**config.mk**
```make
export PLATFORM = sky130hd
export DESIGN_NAME = nps_sq_unit
export DESIGN_NICKNAME = d
export VERILOG_FILES = /design/src/hw/rtl/nps_pkg.sv /design/src/hw/rtl/nps_sq_unit.sv
export SDC_FILE = /design/constraint.sdc
export NUM_CORES = 1
export LEC_CHECK = 0
export BUFFER_PORTS_ARGS = -buffer_cell sky130_fd_sc_hd__buf_2
export CORE_MARGIN = 1
export CORE_UTILIZATION = 40
export CTS_BUF_LIST = sky130_fd_sc_hd__clkbuf_8 sky130_fd_sc_hd__clkbuf_16
export DETAILED_ROUTE_END_ITERATION = 6
export SLEW_MARGIN = 20
export SYNTH_ARGS = -nofsm -noshare
export SYNTH_HDL_FRONTEND = slang
export SYNTH_SLANG_ARGS = --single-unit
```
**constraint.sdc**
```tcl
create_clock -name clk -period 9.94 [get_ports clk]
set_clock_uncertainty 0.15 [all_clocks]
set_input_delay 0.994 -clock clk [delete_from_list [all_inputs] [get_ports clk]]
set_output_delay 0.994 -clock clk [all_outputs]
set_load 0.005 [all_outputs]
```
**src/hw/rtl/nps_pkg.sv**
```systemverilog
// ----------------------------------------------------------------------------
// nps_pkg
// shared types and constants of the nearest point search block
// ----------------------------------------------------------------------------
`default_nettype none

package nps_pkg;

    localparam int COUNT_W   = 11;
    localparam int SLOT_W    = 10;
    localparam int DIST_W    = 52;
    localparam int POS_W     = 24;
    localparam int CFG_IDX_W = 1;

    localparam logic [DIST_W-1:0] RADIUS_RESET = 52'd163840000;

    localparam logic KIND_LOAD  = 1'b0;
    localparam logic KIND_QUERY = 1'b1;

    localparam logic [CFG_IDX_W-1:0] CFG_NODE_COUNT = 1'b0;
    localparam logic [CFG_IDX_W-1:0] CFG_RADIUS     = 1'b1;

    typedef enum logic [2:0] {
        AX_X = 3'b001,
        AX_Y = 3'b010,
        AX_Z = 3'b100
    } axis_t;

endpackage

`default_nettype wire

```
**src/hw/rtl/nps_sq_unit.sv**
```systemverilog
// ----------------------------------------------------------------------------
// nps_sq_unit
// shared squared difference unit, one axis per cycle, two register stages
// ----------------------------------------------------------------------------
`default_nettype none

module nps_sq_unit
    import nps_pkg::*;
#(
    parameter int COORD_BITS = 24
) (
    input  wire logic                      clk,
    input  wire axis_t                     axis,
    input  wire logic [3*COORD_BITS-1:0]   node_pos,
    input  wire logic [3*COORD_BITS-1:0]   query_pos,
    output logic      [2*COORD_BITS-1:0]   sq
);

    localparam int CB   = COORD_BITS;
    localparam int SQ_W = 2 * COORD_BITS;

    logic [CB-1:0]     op_a;
    logic [CB-1:0]     op_b;
    logic signed [CB:0] diff;
    logic signed [CB:0] diff_neg;
    logic [CB-1:0]     mag;
    logic [CB-1:0]     mag_reg;
    logic [SQ_W-1:0]   sq_reg;
    logic [SQ_W-1:0]   sq_next;

    always_comb
    begin
        unique case (axis)
            AX_X:
            begin
                op_a = node_pos[CB-1:0];
                op_b = query_pos[CB-1:0];
            end
            AX_Y:
            begin
                op_a = node_pos[2*CB-1:CB];
                op_b = query_pos[2*CB-1:CB];
            end
            AX_Z:
            begin
                op_a = node_pos[3*CB-1:2*CB];
                op_b = query_pos[3*CB-1:2*CB];
            end
            default:
            begin
                op_a = node_pos[CB-1:0];
                op_b = query_pos[CB-1:0];
            end
        endcase
    end

    assign diff     = $signed({op_a[CB-1], op_a}) - $signed({op_b[CB-1], op_b});
    assign diff_neg = -diff;
    assign mag      = diff[CB] ? diff_neg[CB-1:0] : diff[CB-1:0];
    assign sq_next  = SQ_W'(mag_reg) * SQ_W'(mag_reg);

    always_ff @(posedge clk)
    begin
        mag_reg <= mag;
        sq_reg  <= sq_next;
    end

    assign sq = sq_reg;

endmodule

`default_nettype wire

```
Yosys cells after proc, flatten, opt, wreduce, memory -nomap -nowiden
Index checks and enable logic that the tools add are counted.
{"block": "op_classes", "n_addsub": 2, "mul": 1, "n_eq_ne": 2, "mux": 3}
{"cell": "$pmux W24 S2", "count": 2}
{"cell": "$mul A24 B24 Y48", "count": 1}
{"cell": "$sub A24 B24 Y25", "count": 1}
{"cell": "$mux W24", "count": 1}
{"cell": "$neg A24 Y24", "count": 1}
{"cell": "$eq A3 B2 Y1 const B", "count": 1}
{"cell": "$eq A3 B3 Y1 const B", "count": 1}
{"block": "totals", "ff_bits": 72, "word_cells": 10}

Depth between registers and ports, before layout
Gate-level depths: netlist of run 1.
{"block": "logic_depth", "word_depth": 5, "depth_mapped": 27, "mapped_depth_nobuf": 27}

Least setup slack after synthesis of run 1
OpenSTA, ideal clock, no wires.
{"block": "synth_timing", "path_type": "register -> register", "startpoint": "register mag_reg[14]", "endpoint": "register sq_reg[45] (netlist: sq[45])", "t_arrival_ns": 6.799, "required_ns": 9.654, "slack_ns": 2.855, "path_stages_with_launch": 27, "path_buffers": 1, "period_less_slack_ns": 7.085, "path_cell_list": "dfxtp_1 clkbuf_1 nand2_1 fa_1 inv_1 fa_1 inv_1 fa_1 inv_1 fa_1 inv_1 fa_1 inv_1 fa_1 inv_1 fa_1 inv_1 ha_1 inv_1 o221ai_1 a221oi_1 o31a_1 o311ai_0 a21oi_1 o2111a_1 o41ai_1 xor2_1"}
{"block": "synth_between", "elab_chain_len": 1}
{"element": "start, declared", "line": "nps_sq_unit.sv:27", "source": "logic [CB-1:0] mag_reg;"}
{"element": "start signal, assigned", "line": "nps_sq_unit.sv:64", "source": "mag_reg <= mag;"}
{"element": "$mul A24 B24 Y48", "line": "nps_sq_unit.sv:60", "source": "assign sq_next = SQ_W'(mag_reg) * SQ_W'(mag_reg);"}
{"element": "named net sq_next[45]", "line": "nps_sq_unit.sv:29", "source": "logic [SQ_W-1:0] sq_next;"}
{"element": "end signal, assigned", "line": "nps_sq_unit.sv:65", "source": "sq_reg <= sq_next;"}
{"element": "end, declared", "line": "nps_sq_unit.sv:28", "source": "logic [SQ_W-1:0] sq_reg;"}
The timed path passes the listed nets, and every way through them passes these cells.

Worst setup path after layout of run 1
{"block": "layout_timing", "startpoint": "register mag_reg[4]", "endpoint": "register sq_reg[44] (netlist: sq[44])"}
Same word-level chain as after synthesis.

==> results of run 1 <==
[metrics by stage]
stage          cells  instance area (um^2)
3_3_place_gp    3086                 22000
4_1_cts         3102                 22300
3_5_place_dp    3086                 22000
5_1_grt         3102                 22300
2_1_floorplan   2282                 20300
6_report        3102                 22300
[Yosys cell counts (3+ instances only)]
library cell  count
nor2b_1          10
a21o_1           41
nand2b_1          5
and2_1          115
and3_1            4
xnor2_1          69
o21a_1           12
a211oi_1          5
a31oi_1          14
nand4_1           7
nand3_1          16
o21bai_1          4
dfxtp_1          71
a22oi_1          24
mux2i_1           3
a21oi_1          77
a221oi_1          3
clkbuf_1         75
xor2_1           25
or3_1             4
nand2_1         233
ha_1            201
buf_4             3
a22o_1           24
nor3_1           13
nor3b_1           3
o31a_1            4
fa_1            424
or2_2             3
o221ai_1          5
o21ai_0          37
inv_1           620
nor2_1           63
[critical path, delay by kind of cell, from the launching register on]
kind,cells,cell delay [ns]
buffers and inverters,6,0.46
DFF,1,0.96
and+or+nand+nor,5,1.27
AOI/OAI and AO/OA,4,1.00
adders and majority gates,8,4.05
xor gates and xnor gates,1,0.15
[cells by family after synthesis]
logic type,count (synthesis),synth area share
simple gates,492,0.115
compound gates,292,0.100
buf+inv,703,0.131
other cells,1,0.000184
fa+ha+maj,625,0.541
mux,4,0.00203
xor+xnor,94,0.0405
flops,71,0.0699
[final timing paths]
kind | start | end | slack [ns]
setup / recovery | mag_reg[4]$_DFF_P_ | sq[44]$_DFF_P_ | 1.78
hold / removal | mag_reg[0]$_DFF_P_ | sq[0]$_DFF_P_ | 0.65
setup reg to reg | mag_reg[4]$_DFF_P_ | sq[44]$_DFF_P_ | 1.78
hold reg to reg | mag_reg[0]$_DFF_P_ | sq[0]$_DFF_P_ | 0.65
[cell type report]
type | count | area, um^2
fillers | 4891 | 27900
multi-input cells | 1508 | 16300
inverters | 620 | 2330
flip-flops and latches | 71 | 1420
repair buffers | 215 | 1130
well taps | 672 | 841
clock buffers | 10 | 239
clock inverters | 6 | 67.6
[layer usage]
metal	up-vias	routed length, um
li1	7196	-
met4	0	1120
met3	56	2200
met5	-	0
met2	388	24700
met1	7503	21100
[cell usage in the layout (no fill, tap or decap), drive strengths merged, types with 8 or more instances in the layout]
master and count:
a21o 43, a21oi 78, a22o 24, a22oi 24
a31oi 14, and2 117, buf 215, clkbuf 10
dfxtp 71, fa 424, ha 201, inv 621
nand2 233, nand3 16, nand4 8, nor2 63
nor2b 10, nor3 14, o21a 12, o21ai 39
xnor2 69, xor2 25
==> flow_metrics.tcl, run 1 <==
set metrics [dict create \
    place_ws_ns 1.85 \
    syn2layout_area_growth_pct 9.64 \
    grt_max_degree 50 \
    syn-cell-area_mm2 0.0203 \
    synth_top_area_share 0.417 \
    largest_register_ffs 47 \
    wl_per_cell_um 15.8 \
    ios 196 \
    async_reset_ff_frac 0 \
    drc 0 \
    met1_usage 0.262 \
    tns_ns 0 \
    synth_cells 2282 \
    r2r_cells 24 \
    synth_nets 3055 \
    die_area_mm2 0.0518 \
    cts_hold_buf 0 \
    grtUsageMet2 0.364 \
    status "complete, no violations" \
    hpwlAfterDp_mm 42.2 \
    cap_violations 0 \
    finalSetupViolCount 0 \
    critPathLaunchType "register" \
    end_kind "register" \
    cts_max_level 3 \
    clock_path_buffers 2 \
    hp-class "reg -> reg" \
    fp.dieH_um 228 \
    setup_ws_ns 1.78 \
    yosysUniqueCellTypes 84 \
    clk_pin_slew_ns 0.06 \
    routabilityCongestion 0.914 \
    slew_violations 0 \
    drive_gt1_frac 0.107 \
    crit_top_cell "fa_1" \
    hold_depth 0 \
    num_rows 82 \
    slew_headroom 0.312 \
    first_pass_iters 5 \
    synth_area_leaders "fa_1 42%, ha_1 12%, inv_1 11%, dfxtp_1 7.0%, nand2_1 4.3%" \
    chipWidth_um 228 \
    period_share 0.821 \
    max_stage_delay_ns 0.96 \
    port_buffers 194 \
    synth_edf_count 0 \
    drtAntennaViolNets 0 \
    avgSynthCellArea_um2 8.91 \
    yosysWarnings 0 \
    cts_buffers 9 \
    path_cells "nand2_1, fa_1, inv_1, fa_1, fa_1, inv_1, fa_1, inv_1, fa_1, fa_1, inv_1, fa_1, inv_1, ha_1, nand2_1, nor4_1, nand3_1, o221ai_1, o21ai_0, buf_4, o31a_1, nor3_1, o221ai_1, xnor2_1" \
    num_vias 15143 \
    initial_core_util 0.405 \
    worstPathRequired_ns 10.06 \
    grt_use_met3 0.0289 \
    yosysTopAreaCell "fa_1" \
    vias_per_cell 4.88 \
    cts.repair.resized 0 \
    grt_pass1_vias 16547 \
    antenna_found_initial 0 \
    tightest_slew_ns 1.03 \
    max_freq_mhz 123 \
    crit_fanout 24 \
    diodes 0 \
    cts_tree "done" \
    hold_violations 0 \
    seq_area_frac_synth 0.0699 \
    overflow 0 \
    root_buffer "clkbuf_16" \
    post_cts_buffers 0 \
    crit_slowest_cell "dfxtp_1" \
    fin_crit_ns 8.16 \
    crit_type "reg -> reg" \
    top_usage_layer "met2" \
    ys_dominant_reg_cell "dfxtp_1" \
    wirelength_mm 49.2 \
    cp.arrival_ns 8.27 \
    ys_ff_latch 71 \
    finalNetCount 3198 \
    rsz0062_at_grt "false" \
    core_area_mm2 0.0502 \
    grt.total_usage 0.206 \
    cts_sinks 71 \
    first_iter_violations 650 \
    grt_pass1_wl_mm 83.2 \
    clock_latency_ns 0.38 \
    final_util 0.445 \
    worst_hold_slack_ns 0.652 \
]
Power of run 1 is not shown: default switching activity piles up to over one toggle a cycle in this logic, so the estimate is an artifact.
==> run 2: changes to the inputs <==
- clock period: 9.94 -> 7.1 ns (I/O delays scaled with it)
==> run 2 against run 1 <==
First-iteration DRC count grew 3.1%. Via count grew 5.8%. Global-route usage grew 0.48 points. Flip-flop and latch count is the same. Wire length grew 5.2%. Critical path type unchanged. Highest routed layer unchanged.
==> flow_metrics.tcl, run 2 (synthesis gave the netlist of run 1 again) <==
set metrics [dict create \
    status "complete, no violations" \
    clk_pin_slew_ns 0.08 \
    clock_latency_ns 0.38 \
    crit_fanout 6 \
    num_rows 82 \
    design_area_mm2 0.0246 \
    drc 0 \
    grt_max_degree 32 \
    place_ws_ns -0.354 \
    antenna_found_initial 0 \
    cts_max_level 3 \
    cts_buffers 9 \
    tightest_slew_ns 0.748 \
    grt_pass1_vias 17401 \
    overflow 0 \
    largest_register_ffs 47 \
    cts_sinks 71 \
    routabilityCongestion 0.892 \
    chipWidth_um 228 \
    hold_violations 0 \
    worstPathRequired_ns 7.25 \
    place_area_mm2 0.0235 \
    max_stage_delay_ns 0.52 \
    crit_slowest_cell "fa_1" \
    cts_hold_buf 0 \
    end_kind "register" \
    cap_violations 0 \
    critPathLaunchType "register" \
    setup_ws_ns 0.127 \
    final_cell_mix "608 x inv_1, 417 x fa_1, 220 x nand2_1" \
    wl_per_cell_um 15.6 \
    slew_headroom 0.494 \
    grt_pass1_wl_mm 85.7 \
    initial_core_util 0.405 \
    crit_type "reg -> reg" \
    slew_violations 0 \
    dpl.cell_count 3275 \
    hpwlAfterDp_mm 44.8 \
    clock_path_buffers 2 \
    num_vias 16018 \
    drtAntennaViolNets 0 \
    finalNonFillerCells 3314 \
    grt.total_usage 0.211 \
    period_share 0.982 \
    finalSetupViolCount 0 \
    rsz0062_at_grt "true" \
    diodes 0 \
    crit_top_cell "fa_1" \
    root_buffer "clkbuf_16" \
    hp-class "reg -> reg" \
    rrSetupSlack_ns 0.13 \
    syn2layout_area_growth_pct 20.7 \
    ios 196 \
    max_freq_mhz 143 \
    cp.arrival_ns 7.12 \
    fin_crit_ns 6.97 \
    vias_per_cell 4.83 \
    final_common_cell "inv_1" \
    tns_ns 0 \
    core_area_mm2 0.0502 \
    first_pass_iters 6 \
    drive_gt1_frac 0.217 \
    wirelength_mm 51.7 \
    cts_tree "done" \
    port_buffers 194 \
    fp.dieH_um 228 \
    die_area_mm2 0.0518 \
    finalNetCount 3410 \
    first_iter_violations 670 \
]
## run 2: cell types whose count changed in the layout (fill, tap and decap cells not counted), moves of 10 or more
cell	before	now
buf_12	0	10
buf_4	21	203
buf_6	0	18
dfxtp_1	71	50
dfxtp_2	0	13
inv_1	620	608
inv_2	0	11
nand2_1	233	220
nand2_2	0	12
## run 2: critical path: cells and delay by family, from the launching register on
| family | cells | cell delay (ns) |
|---|---|---|
| flip-flops | 1 | 0.37 |
| AND/OR/NAND/NOR | 2 | 0.42 |
| buffers and inverters | 7 | 0.62 |
| adder cells (fa/ha/maj) | 8 | 3.63 |
| AO/OA/AOI/OAI | 8 | 1.66 |
## run 2: final timing paths
kind,to,startpoint,cells after the start
hold reg to reg,sq[2]$_DFF_P_,mag_reg[0]$_DFF_P_,3
hold / removal,sq[2]$_DFF_P_,mag_reg[0]$_DFF_P_,3
setup / recovery,sq[41]$_DFF_P_,mag_reg[1]$_DFF_P_,25
setup reg to reg,sq[41]$_DFF_P_,mag_reg[1]$_DFF_P_,25
## run 2: metal layers
layer	GRT usage	share of wire	up-vias
li1	-	-	7612
met1	0.269	0.43	7974
met2	0.376	0.51	375
met3	0.0253	0.042	57
met4	0.0574	0.021	0
met5	0	0	-
## run 2: stage by stage
| stage | util | hold slack [ns] |
|---|---|---|
| 3_5_place_dp | 0.468 | 0.568 |
| 4_1_cts | 0.478 | 0.558 |
| 2_1_floorplan | - | 0.235 |
| 6_report | 0.489 | 0.545 |
| 5_1_grt | 0.489 | 0.559 |
| 3_3_place_gp | 0.468 | 0.557 |
## run 2: area by class of cell
class | count | area [um^2]
Clock buffer | 9 | 225
Tap cell | 672 | 841
Multi-Input combinational cell | 1508 | 16700
Timing Repair Buffer | 427 | 2920
Sequential cell | 71 | 1470
Fill cell | 4708 | 25600
Inverter | 620 | 2330
Clock inverter | 7 | 61.3
## run 2: repair_timing
item                                    in CTS  in global routing
resized for setup                           40                124
setup buffers                                7                 15
pin swaps                                    7                 64
gates cloned                                 1                  1
endpoints found under the setup margin      14                 18
Power of run 2 is left out for the same reason.
